==> config.mk <==
export PLATFORM = sky130hd
export DESIGN_NAME = cobs_crc8_packet_receiver
export DESIGN_NICKNAME = d
export VERILOG_FILES = /design/src/hdl/ccpr_pkg.sv /design/src/hdl/ccpr_ram.sv /design/src/hdl/cobs_crc8_packet_receiver.sv
export SDC_FILE = /design/constraint.sdc
export NUM_CORES = 1
export LEC_CHECK = 0
export BUFFER_PORTS_ARGS = -buffer_cell sky130_fd_sc_hd__buf_4
export CORE_ASPECT_RATIO = 1.5
export CORE_MARGIN = 1
export CORE_UTILIZATION = 50
export DETAILED_ROUTE_END_ITERATION = 10
export GPL_TIMING_DRIVEN = 0
export PLACE_DENSITY = 0.7
export SYNTH_ARGS = -nofsm -noshare
export SYNTH_HDL_FRONTEND = slang
export SYNTH_SLANG_ARGS = --single-unit
export TNS_END_PERCENT = 50
==> constraint.sdc <==
create_clock -name clk -period 9.4 [get_ports clk]
set_clock_uncertainty 0.15 [all_clocks]
set_input_delay 0.47 -clock clk [delete_from_list [all_inputs] [get_ports clk]]
set_output_delay 0.47 -clock clk [all_outputs]
set_load 0.005 [all_outputs]
==> src/hdl/ccpr_pkg.sv <==
// Shared constants, types and the CRC-8 step function of the COBS/CRC-8 packet receiver.
package ccpr_pkg;

  // Default depth of the raw frame store
  localparam int FRAME_BUFFER_DEPTH = 16;

  // Decoded frame layout
  localparam int FRAME_LEN = 9;
  localparam int CRC_LEN   = 8;

  // Byte codes and masks
  localparam logic [7:0] DELIM_BYTE    = 8'h00;
  localparam logic [7:0] CODE_FULL     = 8'hFF;
  localparam logic [7:0] RUMBLE_NIBBLE = 8'hF0;
  localparam logic [7:0] LED_MASK      = 8'h0F;
  localparam logic [7:0] CRC_POLY_REFL = 8'h8C;
  localparam logic [8:0] ANGLE_OFFSET  = 9'd90;

  // Register indexes, selected by paddr[2]
  localparam logic REG_LED_PATTERN   = 1'b0;
  localparam logic REG_RUMBLE_ENABLE = 1'b1;

  // Frame status codes
  typedef enum logic [1:0] {
    STATUS_GOOD    = 2'd0,
    STATUS_FRAMING = 2'd1,
    STATUS_CRC     = 2'd2
  } frame_status_t;

  // Sequencer states
  typedef enum logic [1:0] {
    ST_IDLE,
    ST_RUN,
    ST_FINISH
  } state_t;

  // One byte of reflected CRC-8/MAXIM
  function automatic logic [7:0] crc8_step(input logic [7:0] crc, input logic [7:0] data);
    logic [7:0] c;
    c = crc ^ data;
    for (int b = 0; b < 8; b++) begin
      c = c[0] ? ((c >> 1) ^ CRC_POLY_REFL) : (c >> 1);
    end
    return c;
  endfunction

endpackage

==> src/hdl/ccpr_ram.sv <==
// Generic single-write, single-read RAM with registered read data.
module ccpr_ram #(
  parameter int WIDTH = 8,
  parameter int DEPTH = ccpr_pkg::FRAME_BUFFER_DEPTH
) (
  input  logic                     clk,
  input  logic                     we,
  input  logic [$clog2(DEPTH)-1:0] waddr,
  input  logic [WIDTH-1:0]         wdata,
  input  logic [$clog2(DEPTH)-1:0] raddr,
  output logic [WIDTH-1:0]         rdata
);

  logic [WIDTH-1:0] mem [DEPTH];

  // Write port and registered read port
  always_ff @(posedge clk) begin
    if (we) begin
      mem[waddr] <= wdata;
    end
    rdata <= mem[raddr];
  end

endmodule

==> src/hdl/cobs_crc8_packet_receiver.sv <==
// Top level: COBS frame receiver with CRC-8/MAXIM check and frame unpacking.
// A non-zero byte is taken and written to the frame store.
// A delimiter closing stored bytes holds in_stall while the store is
// read back one byte a cycle and decoded; a bad code byte ends it early, and a stalled
// earlier result extends it. The result register loads at the end.
// Reset (synchronous, rst_n low) clears write position, error counters, configuration registers, valid.
module cobs_crc8_packet_receiver #(
  parameter int FRAME_BUFFER_DEPTH = ccpr_pkg::FRAME_BUFFER_DEPTH
) (
  input  logic              clk,
  input  logic              rst_n,
  // input channel
  input  logic              in_valid,
  output logic              in_stall,
  input  logic [7:0]        in_rx_byte,
  // result channel
  output logic              out_valid,
  input  logic              out_stall,
  output logic [1:0]        out_frame_status,
  output logic signed [8:0] out_user_pitch,
  output logic signed [8:0] out_user_roll,
  output logic [7:0]        out_user_tap,
  output logic [13:0]       out_button_bits,
  output logic signed [8:0] out_remote_pitch,
  output logic signed [8:0] out_remote_roll,
  output logic [7:0]        out_reply_byte,
  output logic [7:0]        out_crc_error_total,
  output logic [7:0]        out_framing_error_total,
  // configuration port
  input  logic              psel,
  input  logic              penable,
  input  logic              pwrite,
  input  logic [2:0]        paddr,
  input  logic [31:0]       pwdata,
  output logic [31:0]       prdata,
  output logic              pready
);

  localparam int AW = $clog2(FRAME_BUFFER_DEPTH);
  localparam int SW = ((AW > 8) ? AW : 8) + 1;
  localparam logic [AW-1:0] LAST_POS = AW'(FRAME_BUFFER_DEPTH - 1);
  localparam logic [AW-1:0] LEN_FULL = AW'(ccpr_pkg::FRAME_LEN);
  localparam logic [AW-1:0] LEN_CRC  = AW'(ccpr_pkg::CRC_LEN);

  ccpr_pkg::state_t state_r, state_nxt;

  logic [AW-1:0] wp_r, len_r, iss_r, ppos_r, wr_r;
  logic          pv_r, ff_r, first_r;
  logic [7:0]    cnt_r, crc_r;
  logic [7:0]    dec_r [ccpr_pkg::FRAME_LEN];
  logic [7:0]    crc_cnt_r, crc_cnt_nxt, len_cnt_r, len_cnt_nxt;
  logic [3:0]    led_r;
  logic          rumble_r;
  logic          out_valid_r;

  logic          in_acc, is_delim, ram_we, issue, malformed, is_code;
  logic          emit_v, run_done, fin_go, load_out, cfg_wr;
  logic [7:0]    emit_b, ram_rdata;
  logic [SW-1:0] code_end;
  ccpr_pkg::frame_status_t status;
  logic [13:0]   bits;
  logic [7:0]    reply;

  assign in_acc   = in_valid & ~in_stall;
  assign is_delim = (in_rx_byte == ccpr_pkg::DELIM_BYTE);

  // Raw frame store
  ccpr_ram #(
    .WIDTH (8),
    .DEPTH (FRAME_BUFFER_DEPTH)
  ) u_store (
    .clk   (clk),
    .we    (ram_we),
    .waddr (wp_r),
    .wdata (in_rx_byte),
    .raddr (iss_r),
    .rdata (ram_rdata)
  );

  // Decode step on the byte returned by the store
  assign is_code   = (cnt_r == 8'd0);
  assign code_end  = SW'(ppos_r) + SW'(ram_rdata);
  assign malformed = (state_r == ccpr_pkg::ST_RUN) && pv_r && is_code && (code_end > SW'(len_r));
  assign run_done  = (iss_r == len_r) && !pv_r;

  always_comb begin
    emit_v = 1'b0;
    emit_b = ram_rdata;
    if ((state_r == ccpr_pkg::ST_RUN) && pv_r) begin
      if (is_code) begin
        emit_v = !first_r && !ff_r;
        emit_b = ccpr_pkg::DELIM_BYTE;
      end else begin
        emit_v = 1'b1;
      end
    end
  end

  // Next state
  always_comb begin
    state_nxt = state_r;
    case (state_r)
      ccpr_pkg::ST_IDLE: begin
        if (in_acc && is_delim && (wp_r != '0)) state_nxt = ccpr_pkg::ST_RUN;
      end
      ccpr_pkg::ST_RUN: begin
        if (malformed)     state_nxt = ccpr_pkg::ST_IDLE;
        else if (run_done) state_nxt = ccpr_pkg::ST_FINISH;
      end
      ccpr_pkg::ST_FINISH: begin
        if (fin_go) state_nxt = ccpr_pkg::ST_IDLE;
      end
      default: state_nxt = ccpr_pkg::ST_IDLE;
    endcase
  end

  // Sequencer outputs
  always_comb begin
    in_stall = 1'b1;
    ram_we   = 1'b0;
    issue    = 1'b0;
    fin_go   = 1'b0;
    load_out = 1'b0;
    case (state_r)
      ccpr_pkg::ST_IDLE: begin
        in_stall = 1'b0;
        ram_we   = in_acc && !is_delim;
      end
      ccpr_pkg::ST_RUN: begin
        issue = (iss_r != len_r) && !malformed;
      end
      ccpr_pkg::ST_FINISH: begin
        fin_go   = (wr_r == '0) || !out_valid_r || !out_stall;
        load_out = (wr_r != '0) && (!out_valid_r || !out_stall);
      end
      default: in_stall = 1'b1;
    endcase
  end

  // Classify and unpack the decoded frame
  always_comb begin
    if (wr_r != LEN_FULL)                                   status = ccpr_pkg::STATUS_FRAMING;
    else if (crc_r != dec_r[ccpr_pkg::FRAME_LEN - 1])       status = ccpr_pkg::STATUS_CRC;
    else                                                    status = ccpr_pkg::STATUS_GOOD;
    bits  = {dec_r[3][7], dec_r[3][0], dec_r[3][1], dec_r[4][4:0], dec_r[5][7], dec_r[5][4:0]};
    reply = ({4'b0, led_r} & ccpr_pkg::LED_MASK) | (rumble_r ? ccpr_pkg::RUMBLE_NIBBLE : 8'h00);
    crc_cnt_nxt = crc_cnt_r;
    len_cnt_nxt = len_cnt_r;
    if (load_out && (status == ccpr_pkg::STATUS_CRC))     crc_cnt_nxt = crc_cnt_r + 8'd1;
    if (load_out && (status == ccpr_pkg::STATUS_FRAMING)) len_cnt_nxt = len_cnt_r + 8'd1;
  end

  // Control state
  always_ff @(posedge clk) begin
    if (!rst_n) begin
      state_r     <= ccpr_pkg::ST_IDLE;
      wp_r        <= '0;
      pv_r        <= 1'b0;
      out_valid_r <= 1'b0;
      crc_cnt_r   <= '0;
      len_cnt_r   <= '0;
    end else begin
      state_r   <= state_nxt;
      pv_r      <= issue;
      crc_cnt_r <= crc_cnt_nxt;
      len_cnt_r <= len_cnt_nxt;
      // advance or wrap the write position, drop it on a delimiter
      if (in_acc) begin
        if (is_delim)              wp_r <= '0;
        else if (wp_r == LAST_POS) wp_r <= '0;
        else                       wp_r <= wp_r + 1'b1;
      end
      if (load_out)               out_valid_r <= 1'b1;
      else if (!out_stall)        out_valid_r <= 1'b0;
    end
  end

  // Decode datapath
  always_ff @(posedge clk) begin
    if (in_acc && is_delim) begin
      len_r   <= wp_r;
      iss_r   <= '0;
      cnt_r   <= '0;
      ff_r    <= 1'b0;
      first_r <= 1'b1;
      wr_r    <= '0;
      crc_r   <= '0;
    end
    if (issue) begin
      iss_r  <= iss_r + 1'b1;
      ppos_r <= iss_r;
    end
    if ((state_r == ccpr_pkg::ST_RUN) && pv_r) begin
      if (is_code) begin
        cnt_r   <= ram_rdata - 8'd1;
        ff_r    <= (ram_rdata == ccpr_pkg::CODE_FULL);
        first_r <= 1'b0;
      end else begin
        cnt_r <= cnt_r - 8'd1;
      end
    end
    // collect decoded bytes and fold the first eight into the CRC
    if (emit_v) begin
      if (wr_r < LEN_CRC)  crc_r <= ccpr_pkg::crc8_step(crc_r, emit_b);
      if (wr_r < LEN_FULL) dec_r[wr_r[3:0]] <= emit_b;
      wr_r <= wr_r + 1'b1;
    end
  end

  // Result register
  always_ff @(posedge clk) begin
    if (load_out) begin
      out_frame_status        <= 2'(status);
      out_crc_error_total     <= crc_cnt_nxt;
      out_framing_error_total <= len_cnt_nxt;
      if (status == ccpr_pkg::STATUS_GOOD) begin
        out_user_pitch   <= {1'b0, dec_r[0]} - ccpr_pkg::ANGLE_OFFSET;
        out_user_roll    <= {1'b0, dec_r[1]} - ccpr_pkg::ANGLE_OFFSET;
        out_user_tap     <= dec_r[2];
        out_button_bits  <= bits;
        out_remote_pitch <= {1'b0, dec_r[6]} - ccpr_pkg::ANGLE_OFFSET;
        out_remote_roll  <= {1'b0, dec_r[7]} - ccpr_pkg::ANGLE_OFFSET;
        out_reply_byte   <= reply;
      end else begin
        out_user_pitch   <= '0;
        out_user_roll    <= '0;
        out_user_tap     <= '0;
        out_button_bits  <= '0;
        out_remote_pitch <= '0;
        out_remote_roll  <= '0;
        out_reply_byte   <= '0;
      end
    end
  end

  assign out_valid = out_valid_r;

  // Configuration registers
  assign cfg_wr = psel & penable & pwrite & pready;
  assign pready = 1'b1;

  always_ff @(posedge clk) begin
    if (!rst_n) begin
      led_r    <= '0;
      rumble_r <= 1'b0;
    end else if (cfg_wr) begin
      case (paddr[2])
        ccpr_pkg::REG_LED_PATTERN:   led_r    <= pwdata[3:0];
        ccpr_pkg::REG_RUMBLE_ENABLE: rumble_r <= pwdata[0];
        default:                     led_r    <= led_r;
      endcase
    end
  end

  always_comb begin
    case (paddr[2])
      ccpr_pkg::REG_LED_PATTERN:   prdata = {28'b0, led_r};
      ccpr_pkg::REG_RUMBLE_ENABLE: prdata = {31'b0, rumble_r};
      default:                     prdata = '0;
    endcase
  end

  // Checks
  a_wp_advance: assert property (@(posedge clk) disable iff (!rst_n)
    (in_acc && !is_delim) |=>
      (wp_r == (($past(wp_r) == LAST_POS) ? '0 : $past(wp_r) + 1'b1)))
    else $error("write position did not advance by one");

  a_counters_hold: assert property (@(posedge clk) disable iff (!rst_n)
    !load_out |=> ($stable(crc_cnt_r) && $stable(len_cnt_r)))
    else $error("error counter changed without a result");

  a_decode_bound: assert property (@(posedge clk) disable iff (!rst_n)
    (state_r == ccpr_pkg::ST_RUN) |-> ((wr_r <= len_r) && (iss_r <= len_r)))
    else $error("decode ran past the stored frame");

  a_framing_count: assert property (@(posedge clk) disable iff (!rst_n)
    (load_out && (status == ccpr_pkg::STATUS_FRAMING)) |=>
      (out_valid_r && (len_cnt_r == $past(len_cnt_r) + 8'd1)))
    else $error("framing error not counted");

endmodule

# Word level (Yosys, flattened, before mapping)
# Memory sizes are Yosys's and may differ from the RTL's. A register that Yosys moved wholly into a read port is not among the register bits.
# Index checks and enable logic that the tools add are counted.
[totals]
out_inout_bits = 119
input_bits = 50
word_cells = 160
ramBits = 200
n_memories = 2
register_bits = 125
[memory_table]
columns = ["name", "depth", "word_bits", "read_ports", "rd_clocked_by_memory_dff", "wr", "line_no", "rtl"]
rows = [
  ["u_store.mem", 16, 8, 1, 1, 1, "ccpr_ram.sv:14", "logic [WIDTH-1:0] mem [DEPTH];"],
  ["dec_r", 9, 8, 9, 4, 1, "cobs_crc8_packet_receiver.sv:50", "logic [7:0] dec_r [ccpr_pkg::FRAME_LEN];"],
]
[op_classes]
n_reduce_logical = 39
addsub = 12
order_cmp = 3
eq_ne = 14
bitwise_logic = 14
n_mux = 52
[ops]
columns = ["cell", "count"]
rows = [
  ["2-to-1 mux 8 bit", 19],
  ["case mux 32 bit (2 select lines)", 1],
  ["subtractor 8 x 7 -> 9 bit, second input constant", 4],
  ["NOT 2 -> 3 bit", 8],
  ["2-to-1 mux 1 bit", 20],
  ["2-to-1 mux 4 bit", 5],
  ["adder 8 x 1 -> 8 bit, second input constant", 2],
  ["logical NOT 8 bit", 2],
  ["subtractor 8 x 1 -> 8 bit, second input constant", 2],
  ["adder 4 x 1 -> 4 bit, second input constant", 3],
  ["logical AND 1 bit", 12],
  ["2-to-1 mux 2 bit", 6],
  ["logical NOT 1 bit", 11],
  ["adder 4 x 8 -> 9 bit", 1],
  ["greater-than comparator 9 x 4 -> 1 bit", 1],
  ["== test 8 bit, second input constant", 1],
  ["< comparator 4 bit, second input constant", 2],
  ["!= test 8 bit", 1],
  ["bitwise OR 4 x 8 -> 8 bit", 1],
  ["nonzero test 4 bit", 2],
  ["XOR 8 bit", 1],
  ["case mux 2 bit (3 select lines)", 1],
  ["nonzero test 2 bit", 3],
  ["== test 2 x 1 -> 1 bit, second input constant", 2],
  ["other kinds (15)", 23],
]

# Longest topological paths before layout
# Gate-level depths: netlist (run 1).
[logic_depth]
ltp_word = 22
mapped_depth = 11

# Hierarchy
# From an unflattened synthesis (run 1), not the netlist that was laid out.
[unflattened]
cells_unflattened = 935
area_unflattened_um2 = 14178.6
[modules_own_cells]
columns = ["mod", "seq_area_each_um2", "cells_each", "n_inst", "area_each_um2"]
rows = [
  ["cobs_crc8_packet_receiver", 5795.6, 706, 1, 9031.2],
  ["ccpr_ram", 4003.8, 229, 1, 5147.4],
]

# Worst setup path before layout (run 1)
# OpenSTA, ideal clock, no wires.
[synth_path]
path_kind = "register to register"
startpoint = "register wr_r[0]"
endpoint = "register out_crc_error_total[1], data pin"
path_buffers = 1
path_stages_with_launch = 8
period_less_slack_ps = 8238
path_slack_ps = 1162
arrival_time_ps = 7826
path_cell_list = "edfxtp_1 inv_1 ha_1 nor3b_1 nor3_1 o311a_1 clkbuf_1 mux2_2"
[synth_via]
elab_chain_len = 5
[synth_rtl]
columns = ["element", "line_no", "rtl"]
rows = [
  ["start, declared", "cobs_crc8_packet_receiver.sv:47", "logic [AW-1:0] wp_r, len_r, iss_r, ppos_r, wr_r;"],
  ["start signal, assigned", "cobs_crc8_packet_receiver.sv:206", "wr_r <= wr_r + 1'b1;"],
  ["nonzero test 4 bit", "cobs_crc8_packet_receiver.sv:134", "load_out = (wr_r != '0) && (!out_valid_r || !out_stall);"],
  ["logical AND 1 bit", "cobs_crc8_packet_receiver.sv:134", ""],
  ["2-to-1 mux 1 bit", "cobs_crc8_packet_receiver.sv:124", "case (state_r)"],
  ["via load_out", "cobs_crc8_packet_receiver.sv:57", "logic emit_v, run_done, fin_go, load_out, cfg_wr;"],
  ["logical AND 1 bit", "cobs_crc8_packet_receiver.sv:149", "if (load_out && (status == ccpr_pkg::STATUS_CRC)) crc_cnt_nxt = crc_cnt_r + 8'd1;"],
  ["2-to-1 mux 8 bit", "cobs_crc8_packet_receiver.sv:149", ""],
  ["via crc_cnt_nxt[1]", "cobs_crc8_packet_receiver.sv:51", "logic [7:0] crc_cnt_r, crc_cnt_nxt, len_cnt_r, len_cnt_nxt;"],
  ["end signal, assigned", "cobs_crc8_packet_receiver.sv:214", "out_crc_error_total <= crc_cnt_nxt;"],
  ["end, declared", "cobs_crc8_packet_receiver.sv:27", "output logic [7:0] out_crc_error_total,"],
]
# The timed path passes the listed nets, and every way through them passes these cells.
# A chain may end at the register's enable or synchronous reset.

# Worst setup path in the final report (run 1)
[layout_path]
startpoint = "register wr_r[0]"
endpoint = "register crc_cnt_r[1]"
[layout_via]
elab_chain_len = 5
[layout_rtl]
columns = ["element", "line_no", "rtl"]
rows = [
  ["nonzero test 4 bit", "cobs_crc8_packet_receiver.sv:134", ""],
  ["logical AND 1 bit", "cobs_crc8_packet_receiver.sv:134", ""],
  ["2-to-1 mux 1 bit", "cobs_crc8_packet_receiver.sv:124", ""],
  ["via load_out", "cobs_crc8_packet_receiver.sv:57", ""],
  ["logical AND 1 bit", "cobs_crc8_packet_receiver.sv:149", ""],
  ["2-to-1 mux 8 bit", "cobs_crc8_packet_receiver.sv:149", ""],
  ["via crc_cnt_nxt[1]", "cobs_crc8_packet_receiver.sv:51", ""],
  ["end signal, assigned", "cobs_crc8_packet_receiver.sv:165", "crc_cnt_r <= crc_cnt_nxt;"],
  ["end, declared", "cobs_crc8_packet_receiver.sv:51", ""],
]
# The timed path passes the listed nets, and every way through them passes these cells.

==> results.cfg, run 1 <==
[sta]
period_minus_slack_ps = 3310
max_freq_mhz = 302
hold_viol = 0
fin_crit_sh_pct = 35.3
relSlewSlack_pct = 12.9
setup_viol = 0
worst_pin_slew_ps = 1300
slew_viol_final = 0
rsz0062_at_grt = false

[detailed_routing]
ant_nets = 0
wl_per_cell_um = 17.4
vias_per_cell = 5.17
drt_iter0_drc = 355
vias = 7567
drt-total-wl_um = 25500
first_pass_iters = 10
post-route-drc-count = 13

[global_routing]
grt_pass1_wl_um = 40000
grt_max_degree = 18
grtUsageTotal_pct = 18.1
antenna_found_initial = 0
grt_pass1_vias = 7562
overflow = 0

[cts]
clkTransAtPathRegs_ps = 60
clock-sinks = 342
numCtsBuffers = 31
worstSkewPairLatency_ps = 580
cts_root_buf = clkbuf_16
clockBufferDepth = 3
cts_setup_buffers = 0
cts_tree = built
cts_max_level = 1

[floorplanning]
core_sq_um = 27900
dieArea_sq_um = 28900
ios = 169
die_h_um = 208
die_w_um = 139
start_util_pct = 50.6
rows = 75

[synthesis]
synth.largest_area_cell = edfxtp_1
synth_top_cell_area_share_pct = 62.8
ys.warnings.count = 0
ys_seq_area_share_pct = 69.4
ys_ff_latch = 342
synth-async-reset-ratio_pct = 0
syn-cell-area_sq_um = 14100
synth_area_leaders = edfxtp_1 (63%), dfxtp_1 (6.7%), mux4_2 (6.4%)
ys_types = 61
synth-edff-count = 295
synthTopCellsByCount = edfxtp_1 (295), nor2_1 (80), dfxtp_1 (47)
synth_cells = 914
avgSynthCellArea_sq_um = 15.4
synth_most_common_cell = edfxtp_1
ys.flop_type = edfxtp_1

[outcome]
violations = DRC
status = finished, violations left

[worst_setup_path]
r2r-start = wr_r[0]
crit_end = crc_cnt_r[1]
reg2reg_depth = 10
cp-start-kind = register
end_kind = register
crit_arrival_ps = 3640
crit_start = wr_r[0]
cp_max_fo = 14
critPathKind = reg -> reg
reg2reg_slack_ps = 6090
reg2reg_to = crc_cnt_r[1]
cp_data_required_time_ps = 9720

[power_and_ir_drop]
finalPower_w = 0.00309
peakVddDrop_uv = 201
leakage_nw = 6.29
pwr_density_cell_nw_per_um2 = 186

[placed_design]
io_buffers = 109
dp.cells = 1402
gp_congestion = 0.810
dpl.hpwl_um = 18300

[final_layout]
nets = 1168
fill_cells = 2106
layoutNonFillerInstCount = 1463
antenna_cells = 0
layout-drive-gt1-share_pct = 23.3
area_delta_synth_final_pct = 18.2

[hold_path]
min_path_type = in -> reg

[run]
max_cap_viol_count = 0
-- critical path, cell delays in order, from the launching register on --
cell,delay [ps]
edfxtp_1,430
inv_1,90
ha_1,250
nor3b_1,200
nor3_2,550
buf_6,270
buf_6,190
o311a_1,210
clkbuf_1,300
mux2_2,410
and2_1,160
-- worst min path at each step --
stage,from,end,depth (start not counted)
global placement,iss_r[3],ppos_r[3],0
global route,rst_n,len_cnt_r[4],2
detailed placement,iss_r[3],ppos_r[3],0
finish,rst_n,len_cnt_r[0],2
floorplan,iss_r[3],ppos_r[3],0
CTS,rst_n,len_cnt_r[1],2
-- what timing repair did --
action / 4_1_cts / 5_1_grt
resized for setup: 0 / 0
hold buffers: 4 / 0
hold endpoints to repair: 5 / 0
-- where the power goes --
part | internal, W | switching, W
Sequential | 0.00165 | 0.00000965
Combinational | 0.0000530 | 0.0000590
Clock | 0.000787 | 0.000536
Total | 0.00249 | 0.000604
-- routing by layer --
metal  vias to the layer above  global-route usage, %  part of all wire (%)
met5                         -                      0                     0
met4                         0                   5.67                   2.2
met3                        38                   2.26                   3.3
met2                       133                   36.4                    58
met1                      3712                   19.1                    37
li1                       3684                      -                     -
-- state kept, by name, summed over array words and instances (netlist names), 5 cells and up --
name,cells
out_crc_error_total,8
out_reply_byte,5
out_framing_error_total,8
out_user_roll,9
len_cnt_r,8
dec_r,62
cnt_r,8
crc_cnt_r,8
u_store.mem,128
out_button_bits,14
out_remote_roll,9
out_user_pitch,9
out_remote_pitch,9
u_store.rdata,8
crc_r,8
out_user_tap,8
-- cell families (layout without fill, tap and decap cells) --
kind of cell	after synthesis	after routing	share of synthesized area, %
adder cells (fa/ha/maj)	25	25	2.27
AND/OR/NAND/NOR	260	260	9.68
other	2	29	0.0532
flip-flops	342	342	69.4
XOR/XNOR	78	78	5.27
multiplexers	48	48	6.98
AO/OA/AOI/OAI	60	60	2.81
buffers and inverters	99	275	3.50
-- cell type report --
| class | count | area (sq um) | area share, % |
|---|---|---|---|
| timing repair buffer | 119 | 933 | 5.60 |
| clock inverter | 13 | 209 | 1.25 |
| inverter | 32 | 120 | 0.720 |
| clock buffer | 44 | 875 | 5.24 |
| tap | 346 | 433 | 2.60 |
| multi-input combinational | 500 | 3940 | 23.6 |
| buffer | 67 | 374 | 2.24 |
| sequential | 342 | 9800 | 58.8 |
-- metrics by stage --
stage / hold slack, ps / instance area (sq um) / utilization, % / setup TNS (ps) / setup WS [ps]
after CTS: 1.12 / 16700 / 59.8 / 0 / 6020
after global placement: 284 / 15500 / 55.5 / -18910 / -1280
after floorplan: 274 / 14200 / - / 0 / 1160
after global routing: 16.4 / 16700 / 59.8 / 0 / 5850
after detailed placement: 294 / 15500 / 55.8 / 0 / 6050
final: 14.0 / 16700 / 59.8 / 0 / 6090
-- cells in the final DEF, fill, tap and decap left out, types with 24 or more instances in the layout --
cell	instances
clkbuf_16	31
and3_1	39
dfxtp_1	47
clkbuf_1	36
nand2_1	31
ha_1	24
edfxtp_1	295
xor2_1	27
nor2_1	80
buf_4	141
mux4_2	40
inv_1	32
xnor2_1	46
conb_1	29
No activity file was read; power rests on OpenSTA's default activity.
==> inputs of run 2 (changes only) <==
--- a/config.mk
+++ b/config.mk
@@ -5,13 +5,14 @@
 export SDC_FILE = /design/constraint.sdc
 export NUM_CORES = 1
 export LEC_CHECK = 0
+export ABC_AREA = 1
 export BUFFER_PORTS_ARGS = -buffer_cell sky130_fd_sc_hd__buf_4
 export CORE_ASPECT_RATIO = 1.5
 export CORE_MARGIN = 1
 export CORE_UTILIZATION = 50
 export DETAILED_ROUTE_END_ITERATION = 10
 export GPL_TIMING_DRIVEN = 0
-export PLACE_DENSITY = 0.7
+export PLACE_DENSITY = 0.73
 export SYNTH_ARGS = -nofsm -noshare
 export SYNTH_HDL_FRONTEND = slang
 export SYNTH_SLANG_ARGS = --single-unit
==> constraint.sdc (replaced) <==
create_clock -name clk -period 2.82 [get_ports clk]
set_clock_uncertainty 0.15 [all_clocks]
set_input_delay 0.141 -clock clk [delete_from_list [all_inputs] [get_ports clk]]
set_output_delay 0.141 -clock clk [all_outputs]
set_load 0.005 [all_outputs]
==> results.cfg, run 2 <==
[synthesis]
synth.largest_area_cell = edfxtp_1
ys_types = 45
synthTopCellsByCount = edfxtp_1 (295), nor2_1 (191), nand2_1 (172)
ys_ff_latch = 342
synth_top_cell_area_share_pct = 60.6
synth_area_leaders = edfxtp_1 (61%), dfxtp_1 (6.4%), nor2_1 (4.9%)
ys_seq_area_share_pct = 67.0
synth-edff-count = 295
syn-cell-area_sq_um = 14600
ys.warnings.count = 0
avgSynthCellArea_sq_um = 11.2
synth_most_common_cell = edfxtp_1
synth-async-reset-ratio_pct = 0
synth_cells = 1308
ys.flop_type = edfxtp_1

[power_and_ir_drop]
leakage_nw = 7.17
swShare_pct = 19.9
peakVddDrop_uv = 576
pwr_density_cell_nw_per_um2 = 558
pwr-share-clk_pct = 40.9
p_sw_w = 0.00194
combPwrFrac_pct = 2.8
power_frac_seq_pct = 56.3
p_int_w = 0.00784

[placed_design]
io_buffers = 109
place_ws_ps = -707
dpl.hpwl_um = 21400
place_area_sq_um = 16000
dp.cells = 1834
gp_congestion = 0.936

[final_layout]
fin_util_pct = 61.0
mostFrequentLayoutCell = edfxtp_1
largest_reg_flops = 128
antenna_cells = 0
layout-drive-gt1-share_pct = 17.6
regMostFlops = u_store.mem
nets = 1587
final_area_sq_um = 17500
area_delta_synth_final_pct = 19.8
layoutNonFillerInstCount = 1925
final_cell_mix = edfxtp_1 (295), nor2_1 (189), nand2_1 (170)

[cts]
cts_max_level = 1
cts_root_buf = clkbuf_16
clock-sinks = 342
cts_tree = built
worstSkewPairLatency_ps = 570
clkTransAtPathRegs_ps = 70
numCtsBuffers = 30
clockBufferDepth = 3

[floorplanning]
ios = 169
die_h_um = 211
dieArea_sq_um = 29900
rows = 76
core_sq_um = 28700
die_w_um = 142
start_util_pct = 50.9

[global_routing]
grt_max_degree = 91
grt_pass1_vias = 9755
grt_pass1_wl_um = 48400
overflow = 0
antenna_found_initial = 0
grtUsageTotal_pct = 21.0

[sta]
hold_viol = 0
rsz0062_at_grt = true
period_minus_slack_ps = 2750
slew_viol_final = 0
fin_ws_ps = 66.5
relSlewSlack_pct = 30.1
setup_viol = 0
worst_pin_slew_ps = 1040
max_freq_mhz = 363
fin_crit_sh_pct = 97.6

[worst_setup_path]
critPathKind = reg -> reg
critPathMostFrequentCell = a21oi_2
cp-start-kind = register
slowest_stage = edfxtp_1
crit_chain = ha_4 > inv_2 > fa_2 > xnor2_2 > ha_1 > a21oi_1 > o21ai_1 > a21oi_2 > o2111ai_2 > a21oi_2 > nand2_2 > buf_4 > nor2_1
cp_max_fo = 4
path_buf_inv = 2
cp_slowest_stage_delay_ps = 370
crit_family = adder cells
crit_arrival_ps = 3030
cp_data_required_time_ps = 3090
end_kind = register

[detailed_routing]
post-route-drc-count = 0
vias_per_cell = 5.12
ant_nets = 0
vias = 9855
first_pass_iters = 5
drt-total-wl_um = 30600
wl_per_cell_um = 15.9
drt_iter0_drc = 550

[hold_path]
min_path_type = in -> reg

[outcome]
status = finished, final reports clean

[run]
max_cap_viol_count = 0
-- run 2: cell count changes after synthesis, moves of 39 or more --
| cell | change |
|---|---|
| nand2_1 | +141 |
| inv_1 | +111 |
| nor2_1 | +111 |
| o21ai_0 | +84 |
| mux4_2 | -40 |
| a21oi_1 | +39 |
| and3_1 | -39 |
-- run 2: layout make-up --
type / instances / area (sq um)
Clock inverter: 16 / 135
Inverter: 148 / 556
Fill cell: 2286 / 11200
Sequential cell: 342 / 9810
Multi-Input combinational cell: 775 / 4110
Clock buffer: 39 / 826
Buffer: 70 / 417
Timing Repair Buffer: 145 / 1190
Tap cell: 390 / 488
-- run 2: kinds of logic after synthesis --
kind of cell,Yosys count,share of synthesized area [%]
and+or+nand+nor,485,14.5
DFF,342,67.0
buffers and inverters,218,6.57
AOI/OAI and AO/OA,201,7.38
xor gates and xnor gates,35,2.30
adders and majority gates,25,2.19
other,2,0.0514
-- run 2: power by group through the flow --
stage,Combinational (W),Sequential [W],Clock [W]
6_report,0.000276,0.00550,0.00400
5_1_grt,0.000305,0.00550,0.00426
4_1_cts,0.000271,0.00550,0.00408
3_5_place_dp,0.000243,0.00561,0
3_3_place_gp,0.000236,0.00561,0
2_1_floorplan,0.000149,0.00561,0
-- run 2: tightest hold or removal path: stages --
cell and delay (ps):
buf_4 110, nand4_1 100, a21oi_1 70, dlygate4sd3_1 540
-- run 2: final timing paths --
| check | startpoint | endpoint | slack, ps | cells past startpoint |
|---|---|---|---|---|
| max | ppos_r[0] | iss_r[1] | 70 | 13 |
| min | penable | rumble_r | 310 | 4 |
| max reg2reg | ppos_r[0] | iss_r[1] | 70 | 13 |
| min reg2reg | ff_r | ff_r | 340 | 2 |
-- run 2: what timing repair did --
item,CTS,global route
endpoints found under the hold margin,158,0
buffers inserted,10,0
hold buffers,26,0
pin swaps,14,5
endpoints found under the setup margin,73,70
gates resized for setup,28,9
-- run 2: metrics by stage --
step           hold slack [ps]  TNS, ps  total power, W
2_1_floorplan             89.9        0         0.00576
3_3_place_gp               284   -23530         0.00585
3_5_place_dp               289   -25840         0.00586
4_1_cts                    264    -51.7         0.00986
5_1_grt                    290     -245          0.0101
6_report                   305        0         0.00978
-- run 2: per-layer routing --
metal	global-route usage (%)	part of all wire, %	vias up
li1	-	-	4813
met1	21.1	35	4615
met2	40.6	55	333
met3	2.60	5.2	94
met4	13.0	5.6	0
met5	0	0	-
